[src/lds_pkg.sv]
`timescale 1ns / 1ps

package lds_pkg;

    // Phase state, one-hot
    typedef enum logic [5:0] {
        PH_IDLE     = 6'b000001,
        PH_APPROACH = 6'b000010,
        PH_LIFT     = 6'b000100,
        PH_LOWER    = 6'b001000,
        PH_LEAVE    = 6'b010000,
        PH_CHARGE   = 6'b100000
    } phase_t;

    // Phase codes as reported on the result channel
    localparam logic [2:0] PCODE_IDLE     = 3'd0;
    localparam logic [2:0] PCODE_APPROACH = 3'd1;
    localparam logic [2:0] PCODE_LIFT     = 3'd2;
    localparam logic [2:0] PCODE_LOWER    = 3'd3;
    localparam logic [2:0] PCODE_LEAVE    = 3'd4;
    localparam logic [2:0] PCODE_CHARGE   = 3'd5;

    localparam logic REQ_CMD  = 1'b0;
    localparam logic REQ_TICK = 1'b1;

    localparam logic [3:0] C_NONE         = 4'd0;
    localparam logic [3:0] C_MOUNT        = 4'd1;
    localparam logic [3:0] C_UNMOUNT      = 4'd2;
    localparam logic [3:0] C_TEST_UNMOUNT = 4'd3;
    localparam logic [3:0] C_REC_MOUNT    = 4'd4;
    localparam logic [3:0] C_REC_UNMOUNT  = 4'd5;
    localparam logic [3:0] C_CHG_ENTER    = 4'd6;
    localparam logic [3:0] C_CONT_BOX     = 4'd7;
    localparam logic [3:0] C_CONT_NOBOX   = 4'd8;
    localparam logic [3:0] C_CHG_LEAVE    = 4'd9;

    localparam logic [2:0] EV_NONE        = 3'd0;
    localparam logic [2:0] EV_LIFTED      = 3'd1;
    localparam logic [2:0] EV_CHG_ENTERED = 3'd2;
    localparam logic [2:0] EV_MOUNT_DONE  = 3'd3;
    localparam logic [2:0] EV_RECOVERED   = 3'd4;
    localparam logic [2:0] EV_CHG_LEFT    = 3'd5;

    localparam logic [1:0] DIR_STOP     = 2'd0;
    localparam logic [1:0] DIR_APPROACH = 2'd1;
    localparam logic [1:0] DIR_LEAVE    = 2'd2;

    localparam int CFG_IDX_BITS = 2;
    localparam int CFG_BITS     = 16;

    localparam logic [CFG_IDX_BITS-1:0] REG_APPROACH = 2'd0;
    localparam logic [CFG_IDX_BITS-1:0] REG_LIFT     = 2'd1;
    localparam logic [CFG_IDX_BITS-1:0] REG_LOWER    = 2'd2;
    localparam logic [CFG_IDX_BITS-1:0] REG_LEAVE    = 2'd3;

    localparam logic [CFG_BITS-1:0] TICKS_RESET = 16'd200;

    function automatic logic [2:0] phase_code(input phase_t ph);
        logic [2:0] code;
        case (ph)
            PH_IDLE:     code = PCODE_IDLE;
            PH_APPROACH: code = PCODE_APPROACH;
            PH_LIFT:     code = PCODE_LIFT;
            PH_LOWER:    code = PCODE_LOWER;
            PH_LEAVE:    code = PCODE_LEAVE;
            PH_CHARGE:   code = PCODE_CHARGE;
            default:     code = PCODE_IDLE;
        endcase
        return code;
    endfunction

endpackage

[src/lift_dock_sequencer_unit.sv]
`timescale 1ns / 1ps

// Channel   Direction  Handshake            Payload
// in        input      in_valid / in_stall  req_type, cmd_code
// out       output     out_valid / out_stall phase, pending_cmd, carrying, event_code, drive_dir
// cfg       input      cfg_valid / cfg_ready cfg_index, cfg_data
//
// One transaction per cycle when in_stall is low; the result appears in the output register
// in the cycle after acceptance. Tick, sequencer and result registers are the only storage.
// in_stall is high only while a result is held in the output register and out_stall is high.
// cfg_ready is always high. Reset sets all tick registers to 200, the phase to idle and
// clears the latched command, the counters and the carry flag.

module lift_dock_sequencer_unit #(
    parameter int COUNT_BITS = 16
) (
    input  logic                                 clk,
    input  logic                                 rst_n,

    input  logic                                 in_valid,
    output logic                                 in_stall,
    input  logic                                 req_type,
    input  logic [3:0]                           cmd_code,

    output logic                                 out_valid,
    input  logic                                 out_stall,
    output logic [2:0]                           phase,
    output logic [3:0]                           pending_cmd,
    output logic                                 carrying,
    output logic [2:0]                           event_code,
    output logic [1:0]                           drive_dir,

    input  logic                                 cfg_valid,
    output logic                                 cfg_ready,
    input  logic [lds_pkg::CFG_IDX_BITS-1:0]     cfg_index,
    input  logic [lds_pkg::CFG_BITS-1:0]         cfg_data
);

    localparam int ExtBits = (COUNT_BITS > lds_pkg::CFG_BITS) ? COUNT_BITS : lds_pkg::CFG_BITS;

    typedef logic [COUNT_BITS-1:0] cnt_t;

    // Configuration
    logic [lds_pkg::CFG_BITS-1:0] approach_ticks_reg;
    logic [lds_pkg::CFG_BITS-1:0] lift_ticks_reg;
    logic [lds_pkg::CFG_BITS-1:0] lower_ticks_reg;
    logic [lds_pkg::CFG_BITS-1:0] leave_ticks_reg;

    // Sequencer state
    lds_pkg::phase_t phase_reg, phase_next;
    logic [3:0]      cmd_reg, cmd_next;
    logic            carry_reg, carry_next;
    cnt_t            appr_left_reg, appr_left_next;
    cnt_t            lift_left_reg, lift_left_next;
    cnt_t            lower_left_reg, lower_left_next;
    cnt_t            leave_left_reg, leave_left_next;

    // Result register
    logic            out_valid_reg;
    logic [2:0]      res_phase_reg;
    logic [3:0]      res_cmd_reg;
    logic            res_carry_reg;
    logic [2:0]      res_event_reg, event_next;
    logic [1:0]      res_dir_reg, dir_next;

    logic            in_accept;
    logic            out_accept;

    cnt_t            appr_load, lift_load, lower_load, leave_load;
    cnt_t            appr_mid, lift_mid, lower_mid, leave_mid;
    logic [ExtBits-1:0] appr_ext, lift_ext, lower_ext, leave_ext;

    assign out_accept = out_valid_reg && !out_stall;
    assign in_stall   = out_valid_reg && out_stall;
    assign in_accept  = in_valid && !in_stall;
    assign cfg_ready  = 1'b1;

    // Register values cut or widened to the counter width
    assign appr_ext   = ExtBits'(approach_ticks_reg);
    assign lift_ext   = ExtBits'(lift_ticks_reg);
    assign lower_ext  = ExtBits'(lower_ticks_reg);
    assign leave_ext  = ExtBits'(leave_ticks_reg);
    assign appr_load  = appr_ext[COUNT_BITS-1:0];
    assign lift_load  = lift_ext[COUNT_BITS-1:0];
    assign lower_load = lower_ext[COUNT_BITS-1:0];
    assign leave_load = leave_ext[COUNT_BITS-1:0];

    always_comb
    begin
        phase_next      = phase_reg;
        cmd_next        = cmd_reg;
        carry_next      = carry_reg;
        appr_mid        = appr_left_reg;
        lift_mid        = lift_left_reg;
        lower_mid       = lower_left_reg;
        leave_mid       = leave_left_reg;
        appr_left_next  = appr_left_reg;
        lift_left_next  = lift_left_reg;
        lower_left_next = lower_left_reg;
        leave_left_next = leave_left_reg;
        event_next      = lds_pkg::EV_NONE;
        dir_next        = lds_pkg::DIR_STOP;

        if (req_type == lds_pkg::REQ_CMD)
        begin
            if (phase_reg == lds_pkg::PH_IDLE)
            begin
                cmd_next = cmd_code;
            end
            else if (cmd_reg == lds_pkg::C_MOUNT && cmd_code == lds_pkg::C_REC_MOUNT)
            begin
                cmd_next = cmd_code;
            end
            else if ((cmd_reg == lds_pkg::C_UNMOUNT || cmd_reg == lds_pkg::C_TEST_UNMOUNT) &&
                     cmd_code == lds_pkg::C_REC_UNMOUNT)
            begin
                cmd_next = cmd_code;
            end
            else if ((cmd_reg == lds_pkg::C_CHG_ENTER || cmd_reg == lds_pkg::C_CONT_BOX ||
                      cmd_reg == lds_pkg::C_CONT_NOBOX) && cmd_code == lds_pkg::C_CHG_LEAVE)
            begin
                cmd_next = cmd_code;
            end
        end
        else
        begin
            // Transition first
            case (phase_reg)
                lds_pkg::PH_IDLE:
                begin
                    if (cmd_reg == lds_pkg::C_MOUNT || cmd_reg == lds_pkg::C_TEST_UNMOUNT ||
                        cmd_reg == lds_pkg::C_CHG_ENTER)
                    begin
                        appr_mid   = appr_load;
                        lift_mid   = lift_load;
                        lower_mid  = lower_load;
                        leave_mid  = leave_load;
                        phase_next = lds_pkg::PH_APPROACH;
                    end
                    else if (cmd_reg == lds_pkg::C_UNMOUNT)
                    begin
                        lift_mid   = lift_load;
                        lower_mid  = lower_load;
                        leave_mid  = leave_load;
                        phase_next = lds_pkg::PH_LOWER;
                    end
                    else if (cmd_reg == lds_pkg::C_CONT_BOX || cmd_reg == lds_pkg::C_CONT_NOBOX)
                    begin
                        lift_mid   = lift_load;
                        leave_mid  = leave_load;
                        phase_next = lds_pkg::PH_CHARGE;
                    end
                end
                lds_pkg::PH_APPROACH:
                begin
                    if (cmd_reg == lds_pkg::C_MOUNT)
                    begin
                        if (appr_left_reg == '0)
                        begin
                            phase_next = lds_pkg::PH_LIFT;
                        end
                    end
                    else if (cmd_reg == lds_pkg::C_UNMOUNT ||
                             cmd_reg == lds_pkg::C_TEST_UNMOUNT ||
                             cmd_reg == lds_pkg::C_CHG_ENTER)
                    begin
                        if (appr_left_reg == '0)
                        begin
                            phase_next = lds_pkg::PH_LOWER;
                        end
                    end
                    else if (cmd_reg == lds_pkg::C_REC_MOUNT ||
                             cmd_reg == lds_pkg::C_REC_UNMOUNT)
                    begin
                        // back out over the distance already driven in
                        leave_mid  = (appr_load > appr_left_reg) ? appr_load - appr_left_reg
                                                                 : '0;
                        phase_next = lds_pkg::PH_LEAVE;
                    end
                end
                lds_pkg::PH_LIFT:
                begin
                    if (cmd_reg == lds_pkg::C_MOUNT && lift_left_reg == '0)
                    begin
                        carry_next = 1'b1;
                        phase_next = lds_pkg::PH_LEAVE;
                        event_next = lds_pkg::EV_LIFTED;
                    end
                    else if (cmd_reg == lds_pkg::C_CHG_LEAVE && lift_left_reg == '0)
                    begin
                        phase_next = lds_pkg::PH_LEAVE;
                    end
                end
                lds_pkg::PH_LOWER:
                begin
                    if ((cmd_reg == lds_pkg::C_UNMOUNT || cmd_reg == lds_pkg::C_TEST_UNMOUNT) &&
                        lower_left_reg == '0)
                    begin
                        carry_next = 1'b0;
                        phase_next = lds_pkg::PH_LEAVE;
                    end
                    else if (cmd_reg == lds_pkg::C_CHG_ENTER && lower_left_reg == '0)
                    begin
                        carry_next = 1'b0;
                        phase_next = lds_pkg::PH_CHARGE;
                        event_next = lds_pkg::EV_CHG_ENTERED;
                    end
                end
                lds_pkg::PH_CHARGE:
                begin
                    if (cmd_reg == lds_pkg::C_CHG_LEAVE)
                    begin
                        phase_next = lds_pkg::PH_LIFT;
                    end
                end
                lds_pkg::PH_LEAVE:
                begin
                    if (leave_left_reg == '0)
                    begin
                        if (cmd_reg == lds_pkg::C_MOUNT || cmd_reg == lds_pkg::C_UNMOUNT ||
                            cmd_reg == lds_pkg::C_TEST_UNMOUNT)
                        begin
                            event_next = lds_pkg::EV_MOUNT_DONE;
                        end
                        else if (cmd_reg == lds_pkg::C_REC_MOUNT ||
                                 cmd_reg == lds_pkg::C_REC_UNMOUNT)
                        begin
                            event_next = lds_pkg::EV_RECOVERED;
                        end
                        else if (cmd_reg == lds_pkg::C_CHG_LEAVE)
                        begin
                            event_next = lds_pkg::EV_CHG_LEFT;
                        end
                        if (event_next != lds_pkg::EV_NONE)
                        begin
                            phase_next = lds_pkg::PH_IDLE;
                            cmd_next   = lds_pkg::C_NONE;
                        end
                    end
                end
                default:
                begin
                    phase_next = lds_pkg::PH_IDLE;
                end
            endcase

            appr_left_next  = appr_mid;
            lift_left_next  = lift_mid;
            lower_left_next = lower_mid;
            leave_left_next = leave_mid;

            // Then count down in the new phase, holding at zero
            case (phase_next)
                lds_pkg::PH_APPROACH:
                begin
                    dir_next = lds_pkg::DIR_APPROACH;
                    if (appr_mid != '0)
                    begin
                        appr_left_next = appr_mid - cnt_t'(1);
                    end
                end
                lds_pkg::PH_LIFT:
                begin
                    if (lift_mid != '0)
                    begin
                        lift_left_next = lift_mid - cnt_t'(1);
                    end
                end
                lds_pkg::PH_LOWER:
                begin
                    if (lower_mid != '0)
                    begin
                        lower_left_next = lower_mid - cnt_t'(1);
                    end
                end
                lds_pkg::PH_LEAVE:
                begin
                    dir_next = lds_pkg::DIR_LEAVE;
                    if (leave_mid != '0)
                    begin
                        leave_left_next = leave_mid - cnt_t'(1);
                    end
                end
                default:
                begin
                    dir_next = lds_pkg::DIR_STOP;
                end
            endcase
        end
    end

    always_ff @(posedge clk or negedge rst_n)
    begin
        if (!rst_n)
        begin
            approach_ticks_reg <= lds_pkg::TICKS_RESET;
            lift_ticks_reg     <= lds_pkg::TICKS_RESET;
            lower_ticks_reg    <= lds_pkg::TICKS_RESET;
            leave_ticks_reg    <= lds_pkg::TICKS_RESET;
        end
        else if (cfg_valid && cfg_ready)
        begin
            case (cfg_index)
                lds_pkg::REG_APPROACH: approach_ticks_reg <= cfg_data;
                lds_pkg::REG_LIFT:     lift_ticks_reg     <= cfg_data;
                lds_pkg::REG_LOWER:    lower_ticks_reg    <= cfg_data;
                lds_pkg::REG_LEAVE:    leave_ticks_reg    <= cfg_data;
                default:               approach_ticks_reg <= approach_ticks_reg;
            endcase
        end
    end

    always_ff @(posedge clk or negedge rst_n)
    begin
        if (!rst_n)
        begin
            phase_reg      <= lds_pkg::PH_IDLE;
            cmd_reg        <= lds_pkg::C_NONE;
            carry_reg      <= 1'b0;
            appr_left_reg  <= '0;
            lift_left_reg  <= '0;
            lower_left_reg <= '0;
            leave_left_reg <= '0;
        end
        else if (in_accept)
        begin
            phase_reg      <= phase_next;
            cmd_reg        <= cmd_next;
            carry_reg      <= carry_next;
            appr_left_reg  <= appr_left_next;
            lift_left_reg  <= lift_left_next;
            lower_left_reg <= lower_left_next;
            leave_left_reg <= leave_left_next;
        end
    end

    always_ff @(posedge clk or negedge rst_n)
    begin
        if (!rst_n)
        begin
            out_valid_reg <= 1'b0;
        end
        else if (in_accept)
        begin
            out_valid_reg <= 1'b1;
        end
        else if (out_accept)
        begin
            out_valid_reg <= 1'b0;
        end
    end

    always_ff @(posedge clk)
    begin
        if (in_accept)
        begin
            res_phase_reg <= lds_pkg::phase_code(phase_next);
            res_cmd_reg   <= cmd_next;
            res_carry_reg <= carry_next;
            res_event_reg <= event_next;
            res_dir_reg   <= dir_next;
        end
    end

    assign out_valid   = out_valid_reg;
    assign phase       = res_phase_reg;
    assign pending_cmd = res_cmd_reg;
    assign carrying    = res_carry_reg;
    assign event_code  = res_event_reg;
    assign drive_dir   = res_dir_reg;

`ifndef NO_ASSERTIONS
    a_phase_onehot: assert property (@(posedge clk) disable iff (!rst_n)
        $onehot(phase_reg))
        else $error("phase state not one-hot");

    a_accept_gives_result: assert property (@(posedge clk) disable iff (!rst_n)
        in_accept |=> out_valid_reg)
        else $error("accepted transaction produced no result");

    a_done_is_idle: assert property (@(posedge clk) disable iff (!rst_n)
        out_valid_reg && (res_event_reg == lds_pkg::EV_MOUNT_DONE ||
                          res_event_reg == lds_pkg::EV_RECOVERED ||
                          res_event_reg == lds_pkg::EV_CHG_LEFT)
        |-> res_phase_reg == lds_pkg::PCODE_IDLE && res_cmd_reg == lds_pkg::C_NONE)
        else $error("completion event without return to idle");

    a_dir_matches_phase: assert property (@(posedge clk) disable iff (!rst_n)
        out_valid_reg && res_dir_reg == lds_pkg::DIR_APPROACH
        |-> res_phase_reg == lds_pkg::PCODE_APPROACH)
        else $error("approach motion outside approach phase");

    a_lifted_carries: assert property (@(posedge clk) disable iff (!rst_n)
        out_valid_reg && res_event_reg == lds_pkg::EV_LIFTED
        |-> res_carry_reg && res_phase_reg == lds_pkg::PCODE_LEAVE)
        else $error("box lifted without carry flag");
`endif

endmodule
[config.mk]
export PLATFORM = sky130hd
export DESIGN_NAME = lift_dock_sequencer_unit
export DESIGN_NICKNAME = d
export VERILOG_FILES = /design/src/lds_pkg.sv /design/src/lift_dock_sequencer_unit.sv
export SDC_FILE = /design/constraint.sdc
export NUM_CORES = 1
export LEC_CHECK = 0
export ABC_CLOCK_PERIOD_IN_PS = 5100
export BUFFER_PORTS_ARGS = -buffer_cell sky130_fd_sc_hd__buf_2
export CAP_MARGIN = 5
export CORE_MARGIN = 5
export CORE_UTILIZATION = 50
export DETAILED_ROUTE_END_ITERATION = 8
export PLACE_DENSITY = 0.67
export SLEW_MARGIN = 20
export SYNTH_ARGS = -nofsm -noshare
export SYNTH_HDL_FRONTEND = slang
export SYNTH_SLANG_ARGS = --single-unit
[constraint.sdc]
create_clock -name clk -period 5.1 [get_ports clk]
set_input_delay 0.51 -clock clk [delete_from_list [all_inputs] [get_ports clk]]
set_output_delay 0.51 -clock clk [all_outputs]
set_load 0.01 [all_outputs]
==> results of run 1 <==
==> final cells by class <==
type	instances	area, µm²	area share, %
inverters	33	124	1.04
flip-flops and latches	153	3910	32.7
well taps	280	350	2.93
clock inverters	11	100	0.837
repair buffers	65	392	3.27
multi-input cells	986	6620	55.3
clock buffers	21	470	3.93
==> synth_stat cells (8+ instances only) <==
cell | instances | area (µm²)
and2_1 | 10 | 62.6
nand2b_1 | 10 | 62.6
or4_1 | 15 | 113
o211ai_1 | 23 | 173
dfstp_2 | 13 | 342
nor4_1 | 19 | 119
xnor2_1 | 9 | 78.8
inv_1 | 32 | 120
a211oi_1 | 14 | 105
nand3_1 | 34 | 170
dfrtp_1 | 127 | 3180
nand2_1 | 110 | 413
nor3b_1 | 8 | 60.1
o31ai_1 | 21 | 158
a21o_1 | 17 | 128
o21ai_0 | 83 | 415
mux2_2 | 82 | 923
edfxtp_1 | 13 | 390
nand4_1 | 15 | 93.8
and3_1 | 21 | 131
or3_1 | 21 | 131
mux2i_1 | 22 | 220
xor2_1 | 10 | 87.6
nor3_1 | 48 | 240
ha_1 | 24 | 300
a31oi_1 | 31 | 194
buf_2 | 13 | 65.1
and4_1 | 9 | 78.8
nor2b_1 | 9 | 56.3
nor2_1 | 89 | 334
a21oi_1 | 101 | 505
clkbuf_1 | 55 | 206
==> how the worst max path moves through the flow <==
stage | to | slack, ps | cells after the start
after global placement | leave_left_reg[2]$_DFFE_PN0P_ | 990 | 15
after CTS | leave_left_reg[2]$_DFFE_PN0P_ | 780 | 15
after global routing | leave_left_reg[2]$_DFFE_PN0P_ | 400 | 15
after detailed placement | leave_left_reg[2]$_DFFE_PN0P_ | 820 | 15
after floorplan | appr_left_reg[13]$_DFFE_PN0P_ | 1380 | 14
final | leave_left_reg[2]$_DFFE_PN0P_ | 740 | 15
==> kinds of logic (layout without fill, tap and decap cells) <==
family / count (synthesis) / in the layout / share of synthesized area (%)
other: 1 / 1 / 0.0343
buffers and inverters: 112 / 130 / 4.16
muxes: 104 / 104 / 10.5
adders and majority gates: 25 / 25 / 2.93
and+or+nand+nor: 446 / 446 / 21.4
DFF: 153 / 153 / 35.7
AOI/OAI and AO/OA: 391 / 391 / 23.8
xor gates and xnor gates: 19 / 19 / 1.52
==> stage by stage <==
stage          instances  setup slack (ps)
6_report            1549               742
5_1_grt             1549               401
4_1_cts             1549               778
3_5_place_dp        1516               819
3_3_place_gp        1516               990
2_1_floorplan       1251              1380
==> timing repair <==
item                      CTS  global route
hold endpoints to repair   30             0
setup buffers               0             0
hold buffers                1             0
==> power by group through the flow <==
stage          clock network (µW)  logic (µW)  registers (µW)
2_1_floorplan                   0        2750            1890
5_1_grt                      1320        3940            2130
3_5_place_dp                    0        3470            2070
6_report                     1240        3550            2070
4_1_cts                      1260        3490            2060
3_3_place_gp                    0        3440            2070
==> routing by layer <==
| layer | vias up | wire length [µm] | track usage, % |
|---|---|---|---|
| li1 | 4788 | - | - |
| met1 | 4883 | 14600 | 37.2 |
| met3 | 44 | 2010 | 4.16 |
| met4 | 0 | 469 | 6.10 |
| met2 | 357 | 14000 | 39.6 |
| met5 | - | 0 | 0 |
==> worst max-delay path: stages (launching register included) <==
cell	delay, ps
dfrtp_1	380
inv_1	90
ha_1	180
inv_1	60
fa_1	440
a211oi_1	330
o211ai_1	210
nand4_1	170
a21o_1	290
o22a_1	280
ha_1	180
o311a_1	150
o211ai_1	130
or4_1	790
a311o_1	440
o311ai_0	110
==> results.sh, run 1 <==
export IMPL_hp_start="in_valid"
export IMPL_nets=1309
export IMPL_cts_max_path_buffers=2
export IMPL_power_density_mw_per_mm2=574
export IMPL_grt_pass1_vias=9435
export IMPL_port_buffer_count=42
export IMPL_total_power_uw=6870
export IMPL_leakagePower_uw=0.00468
export IMPL_ys_seq_area_share_pct=35.7
export IMPL_fillCellCount=1949
export IMPL_synth_seq_cells=153
export IMPL_area_growth_pct=9.36
export IMPL_fin_area_mm2=0.0120
export IMPL_dieArea_mm2=0.0249
export IMPL_synth_edf_count=13
export IMPL_synth_area_mm2=0.0109
export IMPL_critical_path_max_fanout=12
export IMPL_synth_nets=1304
export IMPL_holdWs_ps=280
export IMPL_initialDrtViolationCount=1089
export IMPL_postPlaceCellArea_mm2=0.0114
export IMPL_worstMarginPinSlew_ps=977
export IMPL_syn_inst=1251
export IMPL_fp_dieH_um=158
export IMPL_hold_end="out_valid$_DFFE_PN0P_"
export IMPL_post_route_period_util_pct=85.5
export IMPL_final_common_cell="dfrtp_1"
export IMPL_cts_tree="done"
export IMPL_drc=0
export IMPL_routed_wirelength_um=31100
export IMPL_dp_hpwl_um=22400
export IMPL_h_tree_depth=4
export IMPL_post_cts_resized=0
export IMPL_arrival_ps=4660
export IMPL_p_seq_share_pct=30.2
export IMPL_cts_root_buf="clkbuf_16"
export IMPL_internal_power_uw=3670
export IMPL_mostFrequentLayoutCells="dfrtp_1, nand2_1, a21oi_1, nor2_1, o21ai_0"
export IMPL_worst_r2r_path_depth=15
export IMPL_rsz0062_at_grt="no"
export IMPL_fin_crit_ps=4360
export IMPL_drive_above_1_share_pct=17.0
export IMPL_critical_path_class="flip-flop to flip-flop"
export IMPL_clk_latency_ps=430
export IMPL_grt_pass1_wl_um=50700
export IMPL_power_frac_comb_pct=51.7
export IMPL_cp_startpoint="appr_ext[0]$_DFFE_PN0P_"
export IMPL_core_rowCount=54
export IMPL_start_kind="flip-flop"
export IMPL_reg2reg_setup_slack_ps=740
export IMPL_cts_sinks=153
export IMPL_hold_viol=0
export IMPL_die_w_um=158
export IMPL_vias_per_cell=6.50
export IMPL_p_sw_uw=3200
export IMPL_swShare_pct=46.5
export IMPL_grt_use_total_pct=25.5
export IMPL_relSlewSlack_pct=34.7
export IMPL_hold_class="input pin to flip-flop"
export IMPL_cp_end_kind="flip-flop"
export IMPL_numCtsBuffers=17
export IMPL_r2r_start="appr_ext[0]$_DFFE_PN0P_"
export IMPL_coreArea_mm2=0.0217
export IMPL_post_drt_wl_per_cell_um=20.1
export IMPL_antenna_found_initial=0
export IMPL_antenna_left=0
export IMPL_skew_ps=10.2
export IMPL_maxCapViolCount=0
export IMPL_routabilityCongestion=0.927
export IMPL_final_util_pct=55.2
export IMPL_r2r_end="leave_left_reg[2]$_DFFE_PN0P_"
export IMPL_slew_viol_final=0
export IMPL_first_pass_iters=7
export IMPL_via_count=10072
export IMPL_yosysWarnings=0
export IMPL_num_antenna_cells=0
export IMPL_synthFlopType="dfrtp_1"
export IMPL_clockPowerShare_pct=18.1
export IMPL_async_reset_ff_share_pct=91.5
export IMPL_synth_distinct_cells=86
export IMPL_tns_ps=0
export IMPL_finalSetupViolations=0
export IMPL_clk_pin_slew_worst_paths_ps=60
export IMPL_required_ps=5400
export IMPL_initial_core_util_pct=50.4
export IMPL_peakVddDrop_mv=0.242
export IMPL_synth_area_per_cell_um2=8.74
export IMPL_grt_max_degree=55
export IMPL_fmax_mhz=229
export IMPL_status="finished, final reports clean"
export IMPL_io_pins=44
export IMPL_grt_overflow_total=0
export IMPL_hold_path_depth=2
Power figures use the tool's default switching activity.
==> inputs of run 2 (changes only) <==
--- a/config.mk
+++ b/config.mk
@@ -5,6 +5,7 @@
 export SDC_FILE = /design/constraint.sdc
 export NUM_CORES = 1
 export LEC_CHECK = 0
+export ABC_AREA = 1
 export ABC_CLOCK_PERIOD_IN_PS = 5100
 export BUFFER_PORTS_ARGS = -buffer_cell sky130_fd_sc_hd__buf_2
 export CAP_MARGIN = 5
==> results.sh, run 2 <==
export IMPL_met3WireLength_um=1560
export IMPL_die_w_um=157
export IMPL_mostFrequentLayoutCells="nand2_1, inv_1, nand3_1, dfrtp_1, nor2_1"
export IMPL_grt_use_total_pct=24.2
export IMPL_slew_viol_final=0
export IMPL_port_buffer_count=42
export IMPL_dieArea_mm2=0.0248
export IMPL_cts_root_buf="clkbuf_16"
export IMPL_grt_overflow_total=0
export IMPL_synth_area_mm2=0.0109
export IMPL_final_common_cell="nand2_1"
export IMPL_required_ps=5370
export IMPL_area_growth_pct=8.60
export IMPL_place_inst=1861
export IMPL_first_pass_iters=5
export IMPL_worstPathCellList="nor2_4 > nand2_1 > nor2_8 > nand2_4 > nand2_4 > o21ai_1 > inv_1 > ha_1 > inv_1 > nor2_1 > nand4_1 > nand2_1 > nand2_1 > nand3_1 > o21ai_0"
export IMPL_leakagePower_uw=0.00609
export IMPL_drc=0
export IMPL_synth_edf_count=13
export IMPL_synth_common_cells="nand2_1, inv_1, nand3_1"
export IMPL_nets=1653
export IMPL_synth_largest_area_cell="dfrtp_1"
export IMPL_relSlewSlack_pct=34.1
export IMPL_routed_wirelength_um=29400
export IMPL_antenna_left=0
export IMPL_synth_area_per_cell_um2=6.86
export IMPL_grt_pass1_wl_um=48100
export IMPL_cp_slowest_cell="nand4_1"
export IMPL_seqCellArea_mm2=0.00391
export IMPL_clk_pin_slew_worst_paths_ps=70
export IMPL_drive_above_1_share_pct=10.5
export IMPL_synthFlopType="dfrtp_1"
export IMPL_initialDrtViolationCount=798
export IMPL_ys_seq_area_share_pct=36.0
export IMPL_cts_setup_buffers=0
export IMPL_synth_nets=1638
export IMPL_grt_max_degree=96
export IMPL_highest_layer="met4"
export IMPL_multiInputGateArea_mm2=0.00597
export IMPL_cp_common_cell="nand2_1"
export IMPL_cts_sinks=153
export IMPL_met1Wirelength_um=13900
export IMPL_fin_crit_ps=3660
export IMPL_max_stage_delay_ps=510
export IMPL_hold_viol=0
export IMPL_cp_end_kind="flip-flop"
export IMPL_post_route_period_util_pct=71.9
export IMPL_critical_path_max_fanout=40
export IMPL_final_cells=1893
export IMPL_vias_per_cell=5.38
export IMPL_finalSetupViolations=0
export IMPL_h_tree_depth=4
export IMPL_dp_hpwl_um=21800
export IMPL_skew_ps=8.29
export IMPL_start_kind="flip-flop"
export IMPL_maxCapViolCount=0
export IMPL_post_cts_resized=0
export IMPL_hold_class="input pin to asynchronous set/reset pin"
export IMPL_synth_top_cell_area_share_pct=29.2
export IMPL_yosysMostFrequentCell="nand2_1"
export IMPL_syn_inst=1585
export IMPL_fmax_mhz=273
export IMPL_status="finished, final reports clean"
export IMPL_fp_dieH_um=157
export IMPL_antenna_found_initial=0
export IMPL_routabilityCongestion=0.928
export IMPL_via_count=10187
export IMPL_yosys_top_cells_area="dfrtp_1, nand2_1, nand3_1, inv_1, o21ai_0"
export IMPL_worstMarginPinSlew_ps=985
export IMPL_initial_core_util_pct=50.3
export IMPL_coreArea_mm2=0.0216
export IMPL_num_antenna_cells=0
export IMPL_synth_distinct_cells=58
export IMPL_routed_wl_met2_um=13300
export IMPL_cts_max_path_buffers=2
export IMPL_rsz0062_at_grt="no"
export IMPL_tns_ps=0
export IMPL_core_rowCount=54
export IMPL_cts_tree="done"
export IMPL_yosysWarnings=0
export IMPL_clk_latency_ps=430
export IMPL_power_density_mw_per_mm2=710
export IMPL_fillCellCount=2148
export IMPL_fin_area_mm2=0.0118
export IMPL_numCtsBuffers=17
export IMPL_peakVddDrop_mv=0.344
export IMPL_postPlaceCellArea_mm2=0.0112
export IMPL_synth_seq_cells=153
export IMPL_final_util_pct=54.6
export IMPL_post_drt_wl_per_cell_um=15.5
export IMPL_grt_pass1_vias=9482
export IMPL_io_pins=44
export IMPL_async_reset_ff_share_pct=91.5
export IMPL_arrival_ps=3930
export IMPL_holdBufCountCts=0
export IMPL_critical_path_class="flip-flop to flip-flop"
[run 2: area by class of cell]
cell class,count,area share (%)
flip-flops and latches,153,33.1
clock buffers,18,3.64
repair buffers,45,2.02
multi-input cells,1188,50.6
clock inverters,14,1.47
inverters,195,6.20
well taps,280,2.97
[run 2: layer usage]
metal / up-vias / global-route usage, %
li1: 5142 / -
met1: 4721 / 34.4
met4: 0 / 7.78
met2: 280 / 38.1
met5: - / 0
met3: 44 / 3.74
[run 2: path summary, 6_finish.rpt]
check | start | to | slack (ps) | depth (start not counted)
max in group asynchronous | rst_n | appr_left_reg[15]$_DFFE_PN0P_ | 3760 | 2
worst max register to register | phase_reg[4]$_DFFE_PN0P_ | lift_left_reg[1]$_DFFE_PN0P_ | 1440 | 15
worst min register to register | lift_left_reg[10]$_DFFE_PN0P_ | lift_left_reg[10]$_DFFE_PN0P_ | 480 | 2
min in group clk | in_valid | out_valid$_DFFE_PN0P_ | 300 | 3
worst min-delay path | rst_n | leave_left_reg[6]$_DFFE_PN0P_ | 160 | 1
worst max-delay path | phase_reg[4]$_DFFE_PN0P_ | lift_left_reg[1]$_DFFE_PN0P_ | 1440 | 15
[run 2: metrics by stage]
| stage | power [µW] | hold WS [ps] | worst slack [ps] |
|---|---|---|---|
| after detailed placement | 7000 | 466 | 1520 |
| after global routing | 9170 | 221 | 1120 |
| final | 8380 | 156 | 1440 |
| after CTS | 8350 | 219 | 1490 |
| after floorplan | 6000 | 214 | 2370 |
| after global placement | 6910 | 462 | 1560 |
[run 2: worst max-delay path, delay by kind of cell (launching register included)]
kind	cells	cell delay (ps)
compound gates	2	280
fa+ha+maj	1	160
buf+inv	2	170
flops	1	440
simple gates	10	2430
[run 2: logic make-up after synthesis]
group,Yosys count,share of synthesized area (%)
AND/OR/NAND/NOR,904,37.8
buffers and inverters,244,9.18
AO/OA/AOI/OAI,220,11.0
flip-flops,153,36.0
XOR/XNOR,38,3.06
adder cells (fa/ha/maj),25,2.95
other,1,0.0345
[run 2: report_power, final]
part / switching, µW / internal, µW / total (µW)
sequential: 255 / 1590 / 1840
clock: 534 / 773 / 1310
combinational: 3580 / 1650 / 5230
